### config.mk
export PLATFORM = sky130hd
export DESIGN_NAME = cpu_alu_add_sub_compare_flags_unit
export DESIGN_NICKNAME = d
export VERILOG_FILES = /design/src/caf_pkg.sv /design/src/caf_prep.sv /design/src/caf_lo_add.sv /design/src/caf_hi_flags.sv /design/src/cpu_alu_add_sub_compare_flags_unit.sv
export SDC_FILE = /design/constraint.sdc
export NUM_CORES = 1
export LEC_CHECK = 0
export BUFFER_PORTS_ARGS = -buffer_cell sky130_fd_sc_hd__buf_2
export CAP_MARGIN = 20
export CORE_MARGIN = 2
export CORE_UTILIZATION = 50
export CTS_BUF_LIST = sky130_fd_sc_hd__clkbuf_16
export DETAILED_ROUTE_END_ITERATION = 10
export PLACE_DENSITY = 0.75
export SKIP_LAST_GASP = 1
export SLEW_MARGIN = 10
export SYNTH_ARGS = -nofsm -noshare
export SYNTH_HDL_FRONTEND = slang
export SYNTH_SLANG_ARGS = --single-unit
### constraint.sdc
create_clock -name clk -period 3.9 [get_ports clk]
set_input_delay 0.195 -clock clk [delete_from_list [all_inputs] [get_ports clk]]
set_output_delay 0.195 -clock clk [all_outputs]
set_load 0.005 [all_outputs]
### src/caf_pkg.sv
// Shared types and constants for the add, subtract and compare flags unit.
package caf_pkg;

	// Operation codes on the action port.
	localparam logic [1:0] ACT_ADC = 2'd0;
	localparam logic [1:0] ACT_SBC = 2'd1;
	localparam logic [1:0] ACT_CMP = 2'd2;

	// Bit positions in the processor status byte.
	localparam int unsigned FLAG_C_BIT = 0;
	localparam int unsigned FLAG_Z_BIT = 1;
	localparam int unsigned FLAG_D_BIT = 3;
	localparam int unsigned FLAG_V_BIT = 6;
	localparam int unsigned FLAG_N_BIT = 7;

	// What the last stage does with the adder result.
	typedef enum logic [1:0] {
		KIND_PASS,
		KIND_ARITH,
		KIND_CMP
	} kind_t;

	// Decoded transaction after the first stage.
	typedef struct packed {
		kind_t       kind;
		logic        fault;
		logic        wide;
		logic [15:0] acc;
		logic [7:0]  status;
		logic [15:0] lhs;
		logic [15:0] rhs;
		logic        cin;
	} s1_t;

	// Transaction after the low-byte add.
	typedef struct packed {
		kind_t       kind;
		logic        fault;
		logic        wide;
		logic [15:0] acc;
		logic [7:0]  status;
		logic [7:0]  lhs_hi;
		logic [7:0]  rhs_hi;
		logic        lhs_b7;
		logic        rhs_b7;
		logic [8:0]  sum_lo;
	} s2_t;

	// Finished result.
	typedef struct packed {
		logic [15:0] acc;
		logic [7:0]  status;
		logic        fault;
	} s3_t;

endpackage

### src/caf_prep.sv
// Decode stage: selects operands, inverts the right side for subtraction and picks carry in.
module caf_prep (
	input  logic [1:0]   action,
	input  logic         wide,
	input  logic [15:0]  acc_in,
	input  logic [7:0]   status_in,
	input  logic [15:0]  compare_left,
	input  logic [15:0]  operand,
	output caf_pkg::s1_t dec
);

	// Subtraction and compare are done as lhs + ~rhs + carry.
	always_comb begin
		dec.kind   = caf_pkg::KIND_PASS;
		dec.fault  = 1'b0;
		dec.wide   = wide;
		dec.acc    = acc_in;
		dec.status = status_in;
		dec.lhs    = acc_in;
		dec.rhs    = operand;
		dec.cin    = status_in[caf_pkg::FLAG_C_BIT];
		case (action)
			caf_pkg::ACT_ADC, caf_pkg::ACT_SBC: begin
				if (status_in[caf_pkg::FLAG_D_BIT]) begin
					dec.fault = 1'b1;
				end else begin
					dec.kind = caf_pkg::KIND_ARITH;
				end
				if (action == caf_pkg::ACT_SBC) begin
					dec.rhs = ~operand;
				end
			end
			caf_pkg::ACT_CMP: begin
				dec.kind = caf_pkg::KIND_CMP;
				dec.lhs  = compare_left;
				dec.rhs  = ~operand;
				dec.cin  = 1'b1;
			end
			default: begin
				dec.kind = caf_pkg::KIND_PASS;
			end
		endcase
	end

endmodule

### src/caf_lo_add.sv
// Second stage logic: adds the low bytes and forwards the high bytes.
module caf_lo_add (
	input  caf_pkg::s1_t d,
	output caf_pkg::s2_t q
);

	// The low-byte carry out feeds the high-byte add in the next stage.
	always_comb begin
		q.kind   = d.kind;
		q.fault  = d.fault;
		q.wide   = d.wide;
		q.acc    = d.acc;
		q.status = d.status;
		q.lhs_hi = d.lhs[15:8];
		q.rhs_hi = d.rhs[15:8];
		q.lhs_b7 = d.lhs[7];
		q.rhs_b7 = d.rhs[7];
		q.sum_lo = {1'b0, d.lhs[7:0]} + {1'b0, d.rhs[7:0]} + {8'd0, d.cin};
	end

endmodule

### src/caf_hi_flags.sv
// Third stage logic: adds the high bytes, forms the flags and assembles the result.
module caf_hi_flags (
	input  caf_pkg::s2_t d,
	output caf_pkg::s3_t q
);

	logic [8:0]  sum_hi;
	logic [15:0] res;
	logic        c_f;
	logic        v_f;
	logic        n_f;
	logic        z_f;
	logic [7:0]  st;

	// High-byte add and flags for the selected width.
	always_comb begin
		sum_hi = {1'b0, d.lhs_hi} + {1'b0, d.rhs_hi} + {8'd0, d.sum_lo[8]};
		res    = {sum_hi[7:0], d.sum_lo[7:0]};
		if (d.wide) begin
			c_f = sum_hi[8];
			n_f = res[15];
			z_f = (res == 16'd0);
			v_f = ~(d.lhs_hi[7] ^ d.rhs_hi[7]) & (d.lhs_hi[7] ^ res[15]);
		end else begin
			c_f = d.sum_lo[8];
			n_f = res[7];
			z_f = (res[7:0] == 8'd0);
			v_f = ~(d.lhs_b7 ^ d.rhs_b7) & (d.lhs_b7 ^ res[7]);
		end
	end

	// Result assembly: compare leaves the accumulator and V alone.
	always_comb begin
		st      = d.status;
		q.acc   = d.acc;
		q.fault = d.fault;
		case (d.kind)
			caf_pkg::KIND_ARITH: begin
				st[caf_pkg::FLAG_C_BIT] = c_f;
				st[caf_pkg::FLAG_V_BIT] = v_f;
				st[caf_pkg::FLAG_N_BIT] = n_f;
				st[caf_pkg::FLAG_Z_BIT] = z_f;
				q.acc = d.wide ? res : {d.acc[15:8], res[7:0]};
			end
			caf_pkg::KIND_CMP: begin
				st[caf_pkg::FLAG_C_BIT] = c_f;
				st[caf_pkg::FLAG_N_BIT] = n_f;
				st[caf_pkg::FLAG_Z_BIT] = z_f;
			end
			default: begin
				st = d.status;
			end
		endcase
		q.status = st;
	end

endmodule

### src/cpu_alu_add_sub_compare_flags_unit.sv
// Top level: three-stage binary add, subtract and compare unit with status flags.
// A transaction accepted at a clock edge moves through the register stages in order, and
// the last one drives the result outputs. The three register stages are decode, low-byte
// add, and high-byte add with flag forming. A new transaction can be accepted every cycle
// while in_stall is low. A stall on the output holds the pipeline, and in_stall rises
// only when every stage is full and the finished result is not taken.
// Add and subtract with the decimal flag set return the inputs unchanged with
// decimal_fault high; action code 3 passes the accumulator and status through.
module cpu_alu_add_sub_compare_flags_unit (
	input  logic        clk,
	input  logic        arst_n,
	input  logic        in_valid,
	output logic        in_stall,
	input  logic [1:0]  action,
	input  logic        wide,
	input  logic [15:0] acc_in,
	input  logic [7:0]  status_in,
	input  logic [15:0] compare_left,
	input  logic [15:0] operand,
	output logic        out_valid,
	input  logic        out_stall,
	output logic [15:0] acc_out,
	output logic [7:0]  status_out,
	output logic        decimal_fault
);

	caf_pkg::s1_t dec;
	caf_pkg::s2_t lo;
	caf_pkg::s3_t hi;
	caf_pkg::s1_t d_s1;
	caf_pkg::s2_t d_s2;
	caf_pkg::s3_t d_s3;
	logic         v_s1;
	logic         v_s2;
	logic         v_s3;
	logic         rdy1;
	logic         rdy2;
	logic         rdy3;

	caf_prep u_prep (
		.action       (action),
		.wide         (wide),
		.acc_in       (acc_in),
		.status_in    (status_in),
		.compare_left (compare_left),
		.operand      (operand),
		.dec          (dec)
	);

	caf_lo_add u_lo_add (
		.d (d_s1),
		.q (lo)
	);

	caf_hi_flags u_hi_flags (
		.d (d_s2),
		.q (hi)
	);

	// A stage may load when it is empty or its content moves on.
	assign rdy3     = !v_s3 || !out_stall;
	assign rdy2     = !v_s2 || rdy3;
	assign rdy1     = !v_s1 || rdy2;
	assign in_stall = !rdy1;

	// Valid bits travel with the data.
	always_ff @(posedge clk or negedge arst_n) begin
		if (!arst_n) begin
			v_s1 <= 1'b0;
			v_s2 <= 1'b0;
			v_s3 <= 1'b0;
		end else begin
			if (rdy1) begin
				v_s1 <= in_valid;
			end
			if (rdy2) begin
				v_s2 <= v_s1;
			end
			if (rdy3) begin
				v_s3 <= v_s2;
			end
		end
	end

	// Payload registers load only when their stage advances.
	always_ff @(posedge clk) begin
		if (rdy1) begin
			d_s1 <= dec;
		end
		if (rdy2) begin
			d_s2 <= lo;
		end
		if (rdy3) begin
			d_s3 <= hi;
		end
	end

	assign out_valid     = v_s3;
	assign acc_out       = d_s3.acc;
	assign status_out    = d_s3.status;
	assign decimal_fault = d_s3.fault;

	// A fault is only raised when the decimal flag was set, and status passes through.
	a_fault_has_d: assert property (@(posedge clk) disable iff (!arst_n)
		out_valid && decimal_fault |-> status_out[caf_pkg::FLAG_D_BIT])
		else $error("decimal fault without the decimal flag");

	// An accepted transaction occupies the first stage on the next cycle.
	a_accept_fills: assert property (@(posedge clk) disable iff (!arst_n)
		in_valid && !in_stall |=> v_s1)
		else $error("accepted transaction lost at the first stage");

	// A blocked first stage keeps its transaction.
	a_s1_holds: assert property (@(posedge clk) disable iff (!arst_n)
		v_s1 && !rdy2 |=> v_s1 && $stable(d_s1))
		else $error("first stage changed while blocked");

endmodule
# Word-level counts from Yosys, hierarchy flattened
# Cells that the tools add are included.
# totals
word_cells	69
input_bits	63
output_inout_bits	27
reg_bits	144
# classes
addsub	4
reduce_logical	13
n_eq_ne	4
bitwise	9
n_mux	15
# ops
cell	n
two-way mux 16 bit	4
one-hot mux 16 bit (2 select lines)	1
adder 8 x 8 -> 9 bit	2
adder 9 x 1 -> 9 bit	2
zero test 16 bit	1
inverter 16 bit	1
zero test 8 bit	1
two-way mux 1 bit	8
zero test 1 bit	5
== test 2 x 1 -> 1 bit (second input constant)	2
== test 2 bit (second input constant)	2
one-hot mux 2 bit (2 select lines)	1
OR reduction 2 bit	2
bitwise XOR 1 bit	4
logical OR 1 bit	3
AND 1 bit	2
zero test 2 bit	1
two-way mux 2 bit	1
inverter 1 bit	2

# Depth between registers and ports, before layout
# Gate-level depths: netlist of the first run.
# logic_depth
depth_word	6
depth_mapped	9
ltp_nobuf	9

# Hierarchy
# A second synthesis of the first run with hierarchy kept.
# unflattened
hier_cells	402
hier_area_um2	6394.9
# modules_own_cells
mod	area_per_inst_um2	seq_area_each_um2	instances	cells_each
cpu_alu_add_sub_compare_flags_unit	4361.7	4309.1	1	151
caf_hi_flags	724.4	0.0	1	97
caf_lo_add	676.9	0.0	1	88
caf_prep	631.9	0.0	1	66

# Least setup slack after synthesis of the first run
# No wires, ideal clock.
# synth_path
path_kind	register -> register
startpoint	reg v_s3 (netlist: out_valid)
endpoint	reg d_s1[0] in the netlist's numbering, enable pin
setup_time_ns	0.965
stages_incl_launch_ff	2
n_path_buf	0
path_slack_ns	0.833
required_ns	2.935
t_arrival_ns	2.102
period_less_slack_ns	3.067
path_cell_list	dfrtp_1 nand4_1
# synth_via
elab_chain_len	4
# synth_lines
item	line_no	rtl
start: declaration	cpu_alu_add_sub_compare_flags_unit.sv:35	logic v_s3;
start signal: assignment	cpu_alu_add_sub_compare_flags_unit.sv:80	v_s3 <= v_s2;
zero test 1 bit	cpu_alu_add_sub_compare_flags_unit.sv:61	assign rdy3 = !v_s3 || !out_stall;
logical OR 1 bit	cpu_alu_add_sub_compare_flags_unit.sv:61	
logical OR 1 bit	cpu_alu_add_sub_compare_flags_unit.sv:62	assign rdy2 = !v_s2 || rdy3;
logical OR 1 bit	cpu_alu_add_sub_compare_flags_unit.sv:63	assign rdy1 = !v_s1 || rdy2;
end signal: assignment	cpu_alu_add_sub_compare_flags_unit.sv:88	d_s1 <= dec;
end: declaration	cpu_alu_add_sub_compare_flags_unit.sv:30	caf_pkg::s1_t d_s1;
# Every way passes these cells.
# A chain may end at the register's enable or synchronous reset.

==> flow_summary.html, run 1 <==
<table>
<tr><th>Metric</th><th>Value</th></tr>
<tr><th colspan="2">Run status</th></tr>
<tr><td>Result of the run</td><td>completed</td></tr>
<tr><th colspan="2">Yosys</th></tr>
<tr><td>Most instantiated flip-flop cell in the synthesis netlist</td><td>sky130_fd_sc_hd__edfxtp_1</td></tr>
<tr><td>Synthesized instance count</td><td>328</td></tr>
<tr><td>Number of register bits inferred by synthesis</td><td>144</td></tr>
<tr><td>Seq/Total Area, Yosys</td><td>0.749</td></tr>
<tr><td>Average instance area after synthesis</td><td>17.5 sq um</td></tr>
<tr><td>Syn Nets</td><td>410</td></tr>
<tr><td>Count of different cell masters after synthesis</td><td>46</td></tr>
<tr><td>Cell area after synthesis</td><td>0.00576 sq mm</td></tr>
<tr><td>Count of yosys warnings during synthesis</td><td>0</td></tr>
<tr><td>Number of flops mapped to enable cells by yosys</td><td>141</td></tr>
<tr><td>Share of flip-flops with an asynchronous set or reset</td><td>0.0208</td></tr>
<tr><th colspan="2">Route</th></tr>
<tr><td># DRC</td><td>0</td></tr>
<tr><td>Number of routed nets with antenna violations</td><td>0</td></tr>
<tr><td>Iter 0 DRT Violations</td><td>155</td></tr>
<tr><td>WL/cell</td><td>16.2 microns</td></tr>
<tr><td>Total wirelength of the detailed-routed design</td><td>10,100 microns</td></tr>
<tr><td>Via count</td><td>3,136</td></tr>
<tr><td>Mean number of vias per cell</td><td>5.05</td></tr>
<tr><td>Number of detailed-route iterations in the first pass</td><td>4</td></tr>
<tr><th colspan="2">Power</th></tr>
<tr><td>Combinational share of power</td><td>0.154</td></tr>
<tr><td>P_sw</td><td>1.03 mW</td></tr>
<tr><td>Power Total</td><td>4.20 mW</td></tr>
<tr><td>Power Dens Cells</td><td>580 mW/mm^2</td></tr>
<tr><td>Share of power burned in registers</td><td>0.497</td></tr>
<tr><td>Switching power as a share of total power</td><td>0.245</td></tr>
<tr><td>Cell-internal power</td><td>3.17 mW</td></tr>
<tr><td>Clock Power Share</td><td>0.349</td></tr>
<tr><td>Largest vdd supply drop</td><td>313 uV</td></tr>
<tr><td>Leakage</td><td>2.83 nW</td></tr>
<tr><th colspan="2">Setup path</th></tr>
<tr><td>Worst R2R Path Depth</td><td>7</td></tr>
<tr><td>Critical-path cell list</td><td>fa_1, fa_1, a21oi_1, o221ai_1, a211oi_1, nor2_1, mux2_2</td></tr>
<tr><td>CP Buf/Inv Count</td><td>0</td></tr>
<tr><td>Crit-path most repeated cell</td><td>sky130_fd_sc_hd__fa_1</td></tr>
<tr><td>Reg-to-reg endpoint</td><td>acc_out[14]$_DFFE_PP_</td></tr>
<tr><td>Setup slack, reg-to-reg</td><td>1.27 ns</td></tr>
<tr><td>Arrival time worst endpoint</td><td>2.79 ns</td></tr>
<tr><td>Highest-delay cell along the critical path</td><td>sky130_fd_sc_hd__fa_1</td></tr>
<tr><td>Crit-path leading delay family</td><td>adder cells</td></tr>
<tr><td>Crit Path Category</td><td>reg -&gt; reg</td></tr>
<tr><td>CP max FO</td><td>3</td></tr>
<tr><td>Critical R2R Launch</td><td>d_s2[8]$_DFFE_PP_</td></tr>
<tr><td>CP peak stage delay</td><td>0.51 ns</td></tr>
<tr><td>Startpoint type of the worst setup path</td><td>flip-flop</td></tr>
<tr><td>Critical path required time</td><td>4.06 ns</td></tr>
<tr><td>CP Capture Type</td><td>flip-flop</td></tr>
<tr><th colspan="2">GRT</th></tr>
<tr><td>Total grt overflow</td><td>0</td></tr>
<tr><td>Global Route Usage Sum</td><td>0.171</td></tr>
<tr><td>Number of global-route vias before repair</td><td>3,167</td></tr>
<tr><td>First-pass GRT wire length</td><td>16,000 microns</td></tr>
<tr><td>Pin count of the biggest net entering global routing</td><td>31</td></tr>
<tr><td>Number of antenna violations at the first check in global routing</td><td>0</td></tr>
<tr><th colspan="2">Min path</th></tr>
<tr><td>Source of the worst hold timing path</td><td>operand[3]</td></tr>
<tr><td>Worst Hold Path Cells</td><td>2</td></tr>
<tr><td>Class of the tightest hold or removal check</td><td>in -&gt; reg</td></tr>
<tr><td>Endpoint of the worst hold path</td><td>d_s1[4]$_DFFE_PN_</td></tr>
<tr><th colspan="2">Layout</th></tr>
<tr><td>Layout cell share with drive strength beyond 1</td><td>0.339</td></tr>
<tr><td>Number of inserted diodes</td><td>0</td></tr>
<tr><td>Post-layout instance area</td><td>0.00725 sq mm</td></tr>
<tr><td>Area growth from synthesis to layout</td><td>25.9%</td></tr>
<tr><td>Number of nets in the final layout</td><td>547</td></tr>
<tr><td>Fill cell total of the finished layout</td><td>819</td></tr>
<tr><th colspan="2">STA</th></tr>
<tr><td>Worst Tran Pin Value</td><td>0.759 ns</td></tr>
<tr><td>Worst-case hold slack</td><td>0.0744 ns</td></tr>
<tr><td>Fin. max-slew vios</td><td>0</td></tr>
<tr><td>Highest clock frequency the design can meet</td><td>0.380 GHz</td></tr>
<tr><td>Total setup violations reported at the end of the flow</td><td>0</td></tr>
<tr><td>Minimum period implied by the final worst setup slack</td><td>2.63 ns</td></tr>
<tr><td>Setup clock skew after layout</td><td>0.00604 ns</td></tr>
<tr><td>Final hold violation count</td><td>0</td></tr>
<tr><td>Headroom to the max-slew limit</td><td>0.493</td></tr>
<tr><td>Unrepaired setup endpoints after global routing</td><td>false</td></tr>
<tr><td>Period Utilization, post-route</td><td>0.676</td></tr>
<tr><td>Total negative slack for setup checks</td><td>0 ns</td></tr>
<tr><th colspan="2">Die</th></tr>
<tr><td>FP Rows</td><td>39</td></tr>
<tr><td>Die span in x</td><td>111 microns</td></tr>
<tr><td>Initial core utilization</td><td>0.508</td></tr>
<tr><td>Die area</td><td>0.0124 sq mm</td></tr>
<tr><td>Number of top-level pins</td><td>90</td></tr>
<tr><td>Area inside the core boundary</td><td>0.0113 sq mm</td></tr>
<tr><td>Die height</td><td>111 microns</td></tr>
<tr><th colspan="2">CTS</th></tr>
<tr><td>Number of CTS-inserted buffers</td><td>17</td></tr>
<tr><td>CTS sink cnt</td><td>144</td></tr>
<tr><td>Cell at the root of the clock tree</td><td>sky130_fd_sc_hd__clkbuf_16</td></tr>
<tr><td>Clock-pin slew of the registers on the worst-case setup and hold paths</td><td>0.06 ns</td></tr>
<tr><td>Skew-Pair Late Insertion Delay</td><td>0.41 ns</td></tr>
<tr><td>Clk buf depth</td><td>2</td></tr>
<tr><td>Clock tree from TritonCTS</td><td>yes</td></tr>
<tr><td>H-tree levels</td><td>4</td></tr>
<tr><th colspan="2">Placement</th></tr>
<tr><td>Quantity of I/O buffers inserted on ports</td><td>89</td></tr>
<tr><td>Area after detailed placement</td><td>0.00640 sq mm</td></tr>
<tr><td>Last weighted congestion value of the routability-driven placer</td><td>0.800</td></tr>
<tr><td>Post-detail-place hpwl</td><td>6810 microns</td></tr>
<tr><th colspan="2">Run</th></tr>
<tr><td>Max_cap viols</td><td>0</td></tr>
</table>
==> metal layers <==
layer / GRT usage / up-vias / wire length [microns]
li1: - / 1525 / -
met4: 0.0708 / 0 / 161
met1: 0.226 / 1499 / 4450
met2: 0.270 / 99 / 4890
met3: 0.0498 / 13 / 583
met5: 0 / - / 0
==> flip-flops by register name (all words and copies together), names as in the netlist <==
register and cells:
acc_out 16, out_valid 1, decimal_fault 1, v_s2 1, status_out 8, v_s1 1, d_s1 61, d_s2 55
==> worst reg2reg max path, stage by stage (launching register included) <==
cell and delay, ns:
sky130_fd_sc_hd__edfxtp_1 0.43, sky130_fd_sc_hd__fa_1 0.51, sky130_fd_sc_hd__fa_1 0.43, sky130_fd_sc_hd__a21oi_1 0.24, sky130_fd_sc_hd__o221ai_1 0.17, sky130_fd_sc_hd__a211oi_1 0.25, sky130_fd_sc_hd__nor2_1 0.08, sky130_fd_sc_hd__mux2_2 0.27
==> synth_stat cells (all sizes together) (2+ instances only) <==
library cell,number,share of area
a21o,2,0.0026
a21oi,11,0.012
buf,3,0.0026
clkbuf,2,0.0013
dfrtp,3,0.013
edfxtp,141,0.74
fa,4,0.014
ha,15,0.033
inv,16,0.010
mux2,29,0.057
nand2,12,0.0078
nand2b,5,0.0054
nand3,3,0.0026
nand3b,2,0.0026
nand4,2,0.0022
nor2,8,0.0052
nor2b,4,0.0043
nor3,5,0.0043
nor3b,2,0.0026
nor4b,2,0.0030
o21ai,10,0.0093
o21bai,2,0.0026
o221ai,2,0.0030
or2,3,0.0033
xnor2,22,0.035
xor2,4,0.0061
==> layout by cell type (no fill, tap or decap), types with 3 or more instances in the layout <==
cell type and n:
sky130_fd_sc_hd__a21oi_1 9, sky130_fd_sc_hd__buf_2 89, sky130_fd_sc_hd__buf_4 4, sky130_fd_sc_hd__clkbuf_16 17, sky130_fd_sc_hd__clkinv_2 4, sky130_fd_sc_hd__clkinvlp_4 4
sky130_fd_sc_hd__dfrtp_1 3, sky130_fd_sc_hd__dlygate4sd3_1 27, sky130_fd_sc_hd__edfxtp_1 141, sky130_fd_sc_hd__fa_1 4, sky130_fd_sc_hd__ha_1 15, sky130_fd_sc_hd__inv_1 18
sky130_fd_sc_hd__mux2_2 28, sky130_fd_sc_hd__nand2_1 12, sky130_fd_sc_hd__nand2b_1 5, sky130_fd_sc_hd__nor2_1 8, sky130_fd_sc_hd__nor2b_1 4, sky130_fd_sc_hd__nor3_1 5
sky130_fd_sc_hd__o21ai_0 9, sky130_fd_sc_hd__xnor2_1 21, sky130_fd_sc_hd__xor2_1 4
==> layout make-up <==
type | instances | area, sq um | share of cell area
sequential | 144 | 4310 | 0.595
clock inverter | 15 | 123 | 0.0169
clock buffer | 17 | 425 | 0.0587
tap | 143 | 179 | 0.0247
multi-input combinational | 163 | 1370 | 0.189
timing repair buffer | 123 | 783 | 0.108
inverter | 16 | 60.1 | 0.00829
==> worst max-delay path by stage <==
stage                     startpoint                    end  slack, ns  cells after the start
3_5_place_dp       d_s2[8]$_DFFE_PP_  acc_out[14]$_DFFE_PP_       1.28                      7
6_report           d_s2[8]$_DFFE_PP_  acc_out[14]$_DFFE_PP_       1.27                      7
4_1_cts            d_s2[8]$_DFFE_PP_  acc_out[14]$_DFFE_PP_       1.27                      7
2_1_floorplan  out_valid$_DFFE_PN0P_  d_s1[0]$_SDFFCE_PP1N_       0.83                      1
3_3_place_gp       d_s2[8]$_DFFE_PP_  acc_out[14]$_DFFE_PP_       1.38                      7
5_1_grt            d_s2[8]$_DFFE_PP_  acc_out[14]$_DFFE_PP_       1.15                      7
==> power by group through the flow <==
stage	clock (mW)	combinational, mW	sequential, mW
CTS	1.50	0.644	2.09
floorplan	0	0.415	2.10
detailed placement	0	0.615	2.12
global route	1.56	0.711	2.12
finish	1.47	0.649	2.09
global placement	0	0.591	2.11
==> kinds of logic after synthesis <==
family,share of synthesized area
flops,0.749
simple gates,0.0472
compound gates,0.0433
mux,0.0591
xor+xnor,0.0409
buf+inv,0.0143
fa+ha+maj,0.0465
==> what timing repair did <==
item | 4_1_cts | 5_1_grt
hold buffers | 27 | 0
buffers inserted | 0 | 0
endpoints found under the hold margin | 29 | 0
gates resized for setup | 0 | 0
==> stage by stage <==
| stage | utilization | worst slack, ns | instances |
|---|---|---|---|
| after floorplan | - | 0.833 | 328 |
| after global placement | 0.565 | 1.38 | 559 |
| after detailed placement | 0.566 | 1.28 | 560 |
| after CTS | 0.638 | 1.27 | 619 |
| after global routing | 0.640 | 1.15 | 621 |
| final | 0.640 | 1.27 | 621 |
(Power assumes the default switching activity.)
==> inputs of run 2 (changes only) <==
- PLACE_DENSITY: 0.75 -> 0.78
- clock period: 3.9 -> 2.4 ns (I/O delays scaled with it)
==> run 2 against run 1 <==
Against the previous run:
- clock power up 66%
- count of clock-buffer cells in the layout unchanged
- non-clock buffer count up 23
- largest power group unchanged
==> flow_summary.html, run 2 (same netlist as run 1, synthesis figures left out) <==
<table>
<tr><th>Metric</th><th>Value</th></tr>
<tr><th colspan="2">STA</th></tr>
<tr><td>Setup clock skew after layout</td><td>0.00827 ns (was 0.00604 ns)</td></tr>
<tr><td>Period Utilization, post-route</td><td>0.986 (was 0.676)</td></tr>
<tr><td>Worst Tran Pin Value</td><td>0.738 ns (was 0.759 ns)</td></tr>
<tr><td>Minimum period implied by the final worst setup slack</td><td>2.37 ns (was 2.63 ns)</td></tr>
<tr><td>Total negative slack for setup checks</td><td>0 ns (unchanged)</td></tr>
<tr><td>Fin. max-slew vios</td><td>0 (unchanged)</td></tr>
<tr><td>Unrepaired setup endpoints after global routing</td><td>true (was false)</td></tr>
<tr><td>Total setup violations reported at the end of the flow</td><td>0 (unchanged)</td></tr>
<tr><td>Worst-case hold slack</td><td>0.00262 ns (was 0.0744 ns)</td></tr>
<tr><td>Final hold violation count</td><td>0 (unchanged)</td></tr>
<tr><td>Headroom to the max-slew limit</td><td>0.508 (was 0.493)</td></tr>
<tr><td>Highest clock frequency the design can meet</td><td>0.423 GHz (was 0.380 GHz)</td></tr>
<tr><th colspan="2">CTS</th></tr>
<tr><td>CTS sink cnt</td><td>144 (unchanged)</td></tr>
<tr><td>Skew-Pair Late Insertion Delay</td><td>0.42 ns (was 0.41 ns)</td></tr>
<tr><td>Number of CTS-inserted buffers</td><td>17 (unchanged)</td></tr>
<tr><td>H-tree levels</td><td>4 (unchanged)</td></tr>
<tr><td>Cell at the root of the clock tree</td><td>sky130_fd_sc_hd__clkbuf_16 (unchanged)</td></tr>
<tr><td>Clock-pin slew of the registers on the worst-case setup and hold paths</td><td>0.05 ns (was 0.06 ns)</td></tr>
<tr><td>Clock tree from TritonCTS</td><td>yes (unchanged)</td></tr>
<tr><td>Clk buf depth</td><td>2 (unchanged)</td></tr>
<tr><th colspan="2">GRT</th></tr>
<tr><td>Busiest metal layer after global routing</td><td>met2 (unchanged)</td></tr>
<tr><td>Global Route Usage Sum</td><td>0.183 (was 0.171)</td></tr>
<tr><td>Total grt overflow</td><td>0 (unchanged)</td></tr>
<tr><td>Met1 Usage GRT</td><td>0.225 (was 0.226)</td></tr>
<tr><td>Grt met3 use</td><td>0.0656 (was 0.0498)</td></tr>
<tr><td>Number of global-route vias before repair</td><td>3,405 (was 3,167)</td></tr>
<tr><td>First-pass GRT wire length</td><td>17,100 microns (was 16,000 microns)</td></tr>
<tr><td>Number of antenna violations at the first check in global routing</td><td>0 (unchanged)</td></tr>
<tr><td>Pin count of the biggest net entering global routing</td><td>64 (was 31)</td></tr>
<tr><td>Fraction of met2 tracks used by global routing</td><td>0.298 (was 0.270)</td></tr>
<tr><th colspan="2">Route</th></tr>
<tr><td># DRC</td><td>0 (unchanged)</td></tr>
<tr><td>WL/cell</td><td>17.0 microns (was 16.2 microns)</td></tr>
<tr><td>Iter 0 DRT Violations</td><td>287 (was 155)</td></tr>
<tr><td>Number of detailed-route iterations in the first pass</td><td>5 (was 4)</td></tr>
<tr><td>Via count</td><td>3,309 (was 3,136)</td></tr>
<tr><td>Mean number of vias per cell</td><td>5.15 (was 5.05)</td></tr>
<tr><td>Number of routed nets with antenna violations</td><td>0 (unchanged)</td></tr>
<tr><td>Total wirelength of the detailed-routed design</td><td>10,900 microns (was 10,100 microns)</td></tr>
<tr><th colspan="2">Layout</th></tr>
<tr><td>Area growth from synthesis to layout</td><td>30.9% (was 25.9%)</td></tr>
<tr><td>Most frequent cells in the layout</td><td>sky130_fd_sc_hd__edfxtp_1, sky130_fd_sc_hd__buf_2, sky130_fd_sc_hd__dlygate4sd3_1, sky130_fd_sc_hd__mux2_2, sky130_fd_sc_hd__xnor2_1 (was sky130_fd_sc_hd__edfxtp_1, sky130_fd_sc_hd__buf_2, sky130_fd_sc_hd__mux2_2, sky130_fd_sc_hd__dlygate4sd3_1, sky130_fd_sc_hd__xnor2_1)</td></tr>
<tr><td>Fill cell total of the finished layout</td><td>777 (was 819)</td></tr>
<tr><td>Utilization after layout</td><td>0.665 (was 0.640)</td></tr>
<tr><td>Post-layout instance area</td><td>0.00753 sq mm (was 0.00725 sq mm)</td></tr>
<tr><td>Number of nets in the final layout</td><td>570 (was 547)</td></tr>
<tr><td>Most flop-heavy register</td><td>d_s1 (unchanged)</td></tr>
<tr><td>Max FFs per register</td><td>61 (unchanged)</td></tr>
<tr><td>Commonest non-fill, non-tap cell in the layout</td><td>sky130_fd_sc_hd__edfxtp_1 (unchanged)</td></tr>
<tr><td>Number of inserted diodes</td><td>0 (unchanged)</td></tr>
<tr><td>Layout cell share with drive strength beyond 1</td><td>0.350 (was 0.339)</td></tr>
<tr><th colspan="2">Setup path</th></tr>
<tr><td>Critical R2R Launch</td><td>d_s2[11]$_DFFE_PP_ (was d_s2[8]$_DFFE_PP_)</td></tr>
<tr><td>CP max FO</td><td>2 (was 3)</td></tr>
<tr><td>Crit Path Category</td><td>reg -&gt; reg (unchanged)</td></tr>
<tr><td>CP Capture Type</td><td>flip-flop (unchanged)</td></tr>
<tr><td>Setup slack, reg-to-reg</td><td>0.03 ns (was 1.27 ns)</td></tr>
<tr><td>Arrival time worst endpoint</td><td>2.53 ns (was 2.79 ns)</td></tr>
<tr><td>CP Buf/Inv Count</td><td>0 (unchanged)</td></tr>
<tr><td>CP peak stage delay</td><td>0.42 ns (was 0.51 ns)</td></tr>
<tr><td>Crit-path leading delay family</td><td>adder cells (unchanged)</td></tr>
<tr><td>Critical path required time</td><td>2.56 ns (was 4.06 ns)</td></tr>
<tr><td>Startpoint type of the worst setup path</td><td>flip-flop (unchanged)</td></tr>
<tr><td>Reg-to-reg endpoint</td><td>acc_out[14]$_DFFE_PP_ (unchanged)</td></tr>
<tr><td>Crit-path most repeated cell</td><td>sky130_fd_sc_hd__fa_2 (was sky130_fd_sc_hd__fa_1)</td></tr>
<tr><td>Highest-delay cell along the critical path</td><td>sky130_fd_sc_hd__fa_2 (was sky130_fd_sc_hd__fa_1)</td></tr>
<tr><td>Critical-path cell list</td><td>fa_2, fa_2, a21oi_4, o221ai_2, a211oi_2, nor2_2, mux2_4 (was fa_1, fa_1, a21oi_1, o221ai_1, a211oi_1, nor2_1, mux2_2)</td></tr>
<tr><td>Worst R2R Path Depth</td><td>7 (unchanged)</td></tr>
<tr><th colspan="2">Placement</th></tr>
<tr><td>Area after detailed placement</td><td>0.00645 sq mm (was 0.00640 sq mm)</td></tr>
<tr><td>Post-detail-place hpwl</td><td>6640 microns (was 6810 microns)</td></tr>
<tr><td>Last weighted congestion value of the routability-driven placer</td><td>0.887 (was 0.800)</td></tr>
<tr><td>Quantity of I/O buffers inserted on ports</td><td>89 (unchanged)</td></tr>
<tr><th colspan="2">Power</th></tr>
<tr><td>Largest vdd supply drop</td><td>410 uV (was 313 uV)</td></tr>
<tr><td>Power Dens Cells</td><td>939 mW/mm^2 (was 580 mW/mm^2)</td></tr>
<tr><td>Leakage</td><td>2.95 nW (was 2.83 nW)</td></tr>
<tr><th colspan="2">Run</th></tr>
<tr><td>Max_cap viols</td><td>0 (unchanged)</td></tr>
<tr><th colspan="2">Min path</th></tr>
<tr><td>Class of the tightest hold or removal check</td><td>in -&gt; reg (unchanged)</td></tr>
<tr><td>Endpoint of the worst hold path</td><td>d_s1[11]$_DFFE_PN_ (was d_s1[4]$_DFFE_PN_)</td></tr>
<tr><td>Source of the worst hold timing path</td><td>operand[10] (was operand[3])</td></tr>
<tr><td>Worst Hold Path Cells</td><td>2 (unchanged)</td></tr>
<tr><th colspan="2">Die</th></tr>
<tr><td>Die height</td><td>111 microns (unchanged)</td></tr>
<tr><td>Initial core utilization</td><td>0.508 (unchanged)</td></tr>
<tr><td>Die span in x</td><td>111 microns (unchanged)</td></tr>
<tr><td>Area inside the core boundary</td><td>0.0113 sq mm (unchanged)</td></tr>
<tr><td>Number of top-level pins</td><td>90 (unchanged)</td></tr>
<tr><td>FP Rows</td><td>39 (unchanged)</td></tr>
<tr><td>Die area</td><td>0.0124 sq mm (unchanged)</td></tr>
<tr><th colspan="2">Run status</th></tr>
<tr><td>Result of the run</td><td>completed (unchanged)</td></tr>
</table>
run 2: cell count changes in the layout (fill, tap and decap cells not counted), moves of 2 or more:
cell,before,now
sky130_fd_sc_hd__fa_1,4,2
sky130_fd_sc_hd__clkinv_4,2,0
sky130_fd_sc_hd__fa_2,0,2
sky130_fd_sc_hd__dlygate4sd3_1,27,44
sky130_fd_sc_hd__buf_4,4,12
sky130_fd_sc_hd__buf_6,2,0
sky130_fd_sc_hd__a21oi_1,9,7
sky130_fd_sc_hd__clkinv_1,0,4
run 2: worst max path at each step:
| stage | end | cells past startpoint | start | slack, ns |
|---|---|---|---|---|
| after floorplan | d_s1[0]$_SDFFCE_PP1N_ | 1 | out_valid$_DFFE_PN0P_ | -0.67 |
| after global routing | status_out[1]$_DFFE_PP_ | 9 | d_s2[11]$_DFFE_PP_ | -0.05 |
| after CTS | acc_out[14]$_DFFE_PP_ | 7 | d_s2[19]$_DFFE_PP_ | 0.03 |
| after detailed placement | status_out[1]$_DFFE_PP_ | 7 | d_s2[8]$_DFFE_PP_ | -0.09 |
| after global placement | acc_out[14]$_DFFE_PP_ | 7 | d_s2[8]$_DFFE_PP_ | 0.03 |
| final | acc_out[14]$_DFFE_PP_ | 7 | d_s2[11]$_DFFE_PP_ | 0.03 |
run 2: final cells by class:
type                    count  area, sq um  share of cell area
clock buffers              17          425              0.0565
clock inverters            14          125              0.0166
inverters                  16         60.1             0.00797
multi-input cells         163         1440               0.191
flip-flops and latches    144         4310               0.572
well taps                 143          179              0.0238
repair buffers            146          996               0.132
run 2: per-stage QoR:
stage          setup WS (ns)  instances  power, mW
2_1_floorplan         -0.667        328       4.09
3_3_place_gp          0.0263        564       4.42
3_5_place_dp         -0.0901        564       4.48
4_1_cts               0.0252        642       7.03
5_1_grt              -0.0506        643       7.37
6_report              0.0333        643       7.07
run 2: where the power goes:
group	total, mW	switching [mW]	internal, mW
registers	3.40	0.154	3.25
logic	1.23	0.642	0.588
clock network	2.44	0.942	1.50
run 2: what timing repair did:
action / in CTS / in global routing
hold buffers: 44 / 0
buffers inserted: 3 / 1
setup endpoints to repair: 2 / 5
hold endpoints to repair: 48 / 0
cloned: 0 / 0
gates resized for setup: 4 / 8
pin swaps: 4 / 5
run 2: layer usage:
| metal | share of wire | up-vias |
|---|---|---|
| li1 | - | 1571 |
| met1 | 0.41 | 1579 |
| met2 | 0.50 | 135 |
| met3 | 0.064 | 24 |
| met4 | 0.021 | 0 |
| met5 | 0 | - |
==> inputs of run 3 (changes only) <==
- SETUP_SLACK_MARGIN: not set -> 0.5
==> run 3 against run 2 <==
Against the previous run:
- final cell count rose by 0.93%
- register-to-register slack barely moved
- design area rose by 2.2%
- wire length rose by 0.51%
- critical path type unchanged
- clock power rose by 2%
- clock skew rose by 0.0016 ns
==> flow_summary.html, run 3 (same netlist as run 1, synthesis figures left out) <==
<table>
<tr><th>Metric</th><th>Value</th></tr>
<tr><th colspan="2">STA</th></tr>
<tr><td>Final hold violation count</td><td>0 (unchanged)</td></tr>
<tr><td>Setup clock skew after layout</td><td>0.00989 ns (was 0.00827 ns)</td></tr>
<tr><td>Total setup violations reported at the end of the flow</td><td>0 (unchanged)</td></tr>
<tr><td>Headroom to the max-slew limit</td><td>0.617 (was 0.508)</td></tr>
<tr><td>Unrepaired setup endpoints after global routing</td><td>true (unchanged)</td></tr>
<tr><td>Highest clock frequency the design can meet</td><td>0.424 GHz (was 0.423 GHz)</td></tr>
<tr><td>Worst Tran Pin Value</td><td>0.574 ns (was 0.738 ns)</td></tr>
<tr><td>Period Utilization, post-route</td><td>0.982 (was 0.986)</td></tr>
<tr><td>Fin. max-slew vios</td><td>0 (unchanged)</td></tr>
<tr><td>Minimum period implied by the final worst setup slack</td><td>2.36 ns (was 2.37 ns)</td></tr>
<tr><td>Total negative slack for setup checks</td><td>0 ns (unchanged)</td></tr>
<tr><th colspan="2">Layout</th></tr>
<tr><td>Number of nets in the final layout</td><td>575 (was 570)</td></tr>
<tr><td>Utilization after layout</td><td>0.680 (was 0.665)</td></tr>
<tr><td>Most frequent cells in the layout</td><td>sky130_fd_sc_hd__edfxtp_1, sky130_fd_sc_hd__buf_2, sky130_fd_sc_hd__dlygate4sd3_1, sky130_fd_sc_hd__mux2_2, sky130_fd_sc_hd__xnor2_1 (unchanged)</td></tr>
<tr><td>Max FFs per register</td><td>61 (unchanged)</td></tr>
<tr><td>Most flop-heavy register</td><td>d_s1 (unchanged)</td></tr>
<tr><td>Number of inserted diodes</td><td>0 (unchanged)</td></tr>
<tr><td>Layout cell share with drive strength beyond 1</td><td>0.403 (was 0.350)</td></tr>
<tr><td>Final instance count without filler cells</td><td>649 (was 643)</td></tr>
<tr><td>Area growth from synthesis to layout</td><td>33.8% (was 30.9%)</td></tr>
<tr><td>Commonest non-fill, non-tap cell in the layout</td><td>sky130_fd_sc_hd__edfxtp_1 (unchanged)</td></tr>
<tr><th colspan="2">Power</th></tr>
<tr><td>Switching power as a share of total power</td><td>0.262 (was 0.246)</td></tr>
<tr><td>Power Total</td><td>7.28 mW (was 7.07 mW)</td></tr>
<tr><td>P_sw</td><td>1.91 mW (was 1.74 mW)</td></tr>
<tr><td>Combinational share of power</td><td>0.190 (was 0.174)</td></tr>
<tr><td>Cell-internal power</td><td>5.37 mW (was 5.33 mW)</td></tr>
<tr><td>Clock Power Share</td><td>0.342 (was 0.345)</td></tr>
<tr><td>Largest vdd supply drop</td><td>531 uV (was 410 uV)</td></tr>
<tr><td>Power Dens Cells</td><td>946 mW/mm^2 (was 939 mW/mm^2)</td></tr>
<tr><td>Share of power burned in registers</td><td>0.468 (was 0.481)</td></tr>
<tr><td>Leakage</td><td>3.00 nW (was 2.95 nW)</td></tr>
<tr><th colspan="2">CTS</th></tr>
<tr><td>Clk buf depth</td><td>2 (unchanged)</td></tr>
<tr><td>Clock-pin slew of the registers on the worst-case setup and hold paths</td><td>0.06 ns (was 0.05 ns)</td></tr>
<tr><td>Skew-Pair Late Insertion Delay</td><td>0.42 ns (about the same)</td></tr>
<tr><td>Number of CTS-inserted buffers</td><td>17 (unchanged)</td></tr>
<tr><td>Clock tree from TritonCTS</td><td>yes (unchanged)</td></tr>
<tr><td>Cell at the root of the clock tree</td><td>sky130_fd_sc_hd__clkbuf_16 (unchanged)</td></tr>
<tr><td>H-tree levels</td><td>4 (unchanged)</td></tr>
<tr><td>CTS sink cnt</td><td>144 (unchanged)</td></tr>
<tr><th colspan="2">Placement</th></tr>
<tr><td>Quantity of I/O buffers inserted on ports</td><td>89 (unchanged)</td></tr>
<tr><td>Last weighted congestion value of the routability-driven placer</td><td>0.787 (was 0.887)</td></tr>
<tr><td>DP Cell Count</td><td>563 (was 564)</td></tr>
<tr><td>Post-detail-place hpwl</td><td>6660 microns (was 6640 microns)</td></tr>
<tr><th colspan="2">Die</th></tr>
<tr><td>Area inside the core boundary</td><td>0.0113 sq mm (unchanged)</td></tr>
<tr><td>Die height</td><td>111 microns (unchanged)</td></tr>
<tr><td>FP Rows</td><td>39 (unchanged)</td></tr>
<tr><td>Number of top-level pins</td><td>90 (unchanged)</td></tr>
<tr><td>Die span in x</td><td>111 microns (unchanged)</td></tr>
<tr><td>Initial core utilization</td><td>0.508 (unchanged)</td></tr>
<tr><td>Die area</td><td>0.0124 sq mm (unchanged)</td></tr>
<tr><th colspan="2">Setup path</th></tr>
<tr><td>Worst R2R Path Depth</td><td>7 (unchanged)</td></tr>
<tr><td>Crit-path most repeated cell</td><td>sky130_fd_sc_hd__fa_2 (unchanged)</td></tr>
<tr><td>Crit-path leading delay family</td><td>adder cells (unchanged)</td></tr>
<tr><td>CP peak stage delay</td><td>0.43 ns (was 0.42 ns)</td></tr>
<tr><td>Crit Path Category</td><td>reg -&gt; reg (unchanged)</td></tr>
<tr><td>CP Buf/Inv Count</td><td>0 (unchanged)</td></tr>
<tr><td>Startpoint type of the worst setup path</td><td>flip-flop (unchanged)</td></tr>
<tr><td>Critical R2R Launch</td><td>d_s2[11]$_DFFE_PP_ (unchanged)</td></tr>
<tr><td>Critical path required time</td><td>2.57 ns (was 2.56 ns)</td></tr>
<tr><td>Arrival time worst endpoint</td><td>2.53 ns (about the same)</td></tr>
<tr><td>CP max FO</td><td>2 (unchanged)</td></tr>
<tr><td>Highest-delay cell along the critical path</td><td>sky130_fd_sc_hd__fa_2 (unchanged)</td></tr>
<tr><td>CP Capture Type</td><td>flip-flop (unchanged)</td></tr>
<tr><td>Critical path depth</td><td>7 (unchanged)</td></tr>
<tr><td>Launch point of the critical path</td><td>d_s2[11]$_DFFE_PP_ (unchanged)</td></tr>
<tr><td>Critical-path cell list</td><td>fa_2, fa_2, a21oi_2, o221ai_2, a211oi_2, nor2_2, mux2_4 (was fa_2, fa_2, a21oi_4, o221ai_2, a211oi_2, nor2_2, mux2_4)</td></tr>
<tr><th colspan="2">Run</th></tr>
<tr><td>Max_cap viols</td><td>0 (unchanged)</td></tr>
<tr><th colspan="2">Route</th></tr>
<tr><td>WL/cell</td><td>16.9 microns (was 17.0 microns)</td></tr>
<tr><td>Number of routed nets with antenna violations</td><td>0 (unchanged)</td></tr>
<tr><td>Number of detailed-route iterations in the first pass</td><td>4 (was 5)</td></tr>
<tr><td>Mean number of vias per cell</td><td>5.10 (was 5.15)</td></tr>
<tr><td>Total wirelength of the detailed-routed design</td><td>11,000 microns (was 10,900 microns)</td></tr>
<tr><td>Iter 0 DRT Violations</td><td>248 (was 287)</td></tr>
<tr><td>Via count</td><td>3,313 (was 3,309)</td></tr>
<tr><td># DRC</td><td>0 (unchanged)</td></tr>
<tr><th colspan="2">GRT</th></tr>
<tr><td>Number of global-route vias before repair</td><td>3,461 (was 3,405)</td></tr>
<tr><td>Global Route Usage Sum</td><td>0.185 (was 0.183)</td></tr>
<tr><td>Pin count of the biggest net entering global routing</td><td>64 (unchanged)</td></tr>
<tr><td>Number of antenna violations at the first check in global routing</td><td>0 (unchanged)</td></tr>
<tr><td>Total grt overflow</td><td>0 (unchanged)</td></tr>
<tr><td>First-pass GRT wire length</td><td>17,400 microns (was 17,100 microns)</td></tr>
<tr><th colspan="2">Run status</th></tr>
<tr><td>Result of the run</td><td>completed (unchanged)</td></tr>
<tr><th colspan="2">Min path</th></tr>
<tr><td>Class of the tightest hold or removal check</td><td>in -&gt; reg (unchanged)</td></tr>
<tr><td>Worst Hold Path Cells</td><td>2 (unchanged)</td></tr>
<tr><td>Source of the worst hold timing path</td><td>operand[7] (was operand[10])</td></tr>
</table>
[run 3: layout make-up]
cell class	instances	area, sq um
Timing Repair Buffer	151	1040
Fill cell	752	3620
Tap cell	143	179
Inverter	16	60.1
Multi-Input combinational cell	163	1530
Sequential cell	144	4310
Clock inverter	15	149
Clock buffer	17	425
[run 3: power groups by stage]
stage	Sequential, mW	Clock, mW	Combinational, mW
2_1_floorplan	3.41	0	0.702
3_3_place_gp	3.43	0	1.01
6_report	3.41	2.49	1.38
4_1_cts	3.40	2.54	1.20
3_5_place_dp	3.45	0	1.06
5_1_grt	3.45	2.65	1.48
[run 3: final timing paths]
path                                         end  slack, ns
max                        acc_out[14]$_DFFE_PP_       0.04
min                            d_s1[8]$_DFFE_PN_      0.009
max reg2reg                acc_out[14]$_DFFE_PP_       0.04
min reg2reg                   d_s2[12]$_DFFE_PP_       0.42
max in group asynchronous       v_s1$_DFFE_PN0N_       2.28
min in group asynchronous  out_valid$_DFFE_PN0P_       0.02
[run 3: metrics by stage]
step	hold slack (ns)	cell area [sq um]	setup WS, ns
2_1_floorplan	-0.176	5780	-0.667
6_report	0.00870	7700	0.0431
5_1_grt	0.00638	7700	-0.00787
4_1_cts	0.000718	7570	0.0475
3_5_place_dp	-0.0830	6460	0.0214
3_3_place_gp	-0.0860	6460	0.0958
[run 3: timing repair]
| item | 4_1_cts | 5_1_grt |
|---|---|---|
| hold buffers | 47 | 0 |
| endpoints found under the hold margin | 51 | 0 |
| buffers inserted | 5 | 2 |
| pin swaps | 8 | 11 |
| endpoints found under the setup margin | 9 | 13 |
| gates resized for setup | 12 | 21 |
| cloned | 0 | 0 |
[run 3: layer usage]
metal | wire, microns | vias up | GRT usage
met3 | 692 | 21 | 0.0585
li1 | - | 1589 | -
met5 | 0 | - | 0
met4 | 292 | 0 | 0.0864
met1 | 4520 | 1571 | 0.232
met2 | 5470 | 132 | 0.296
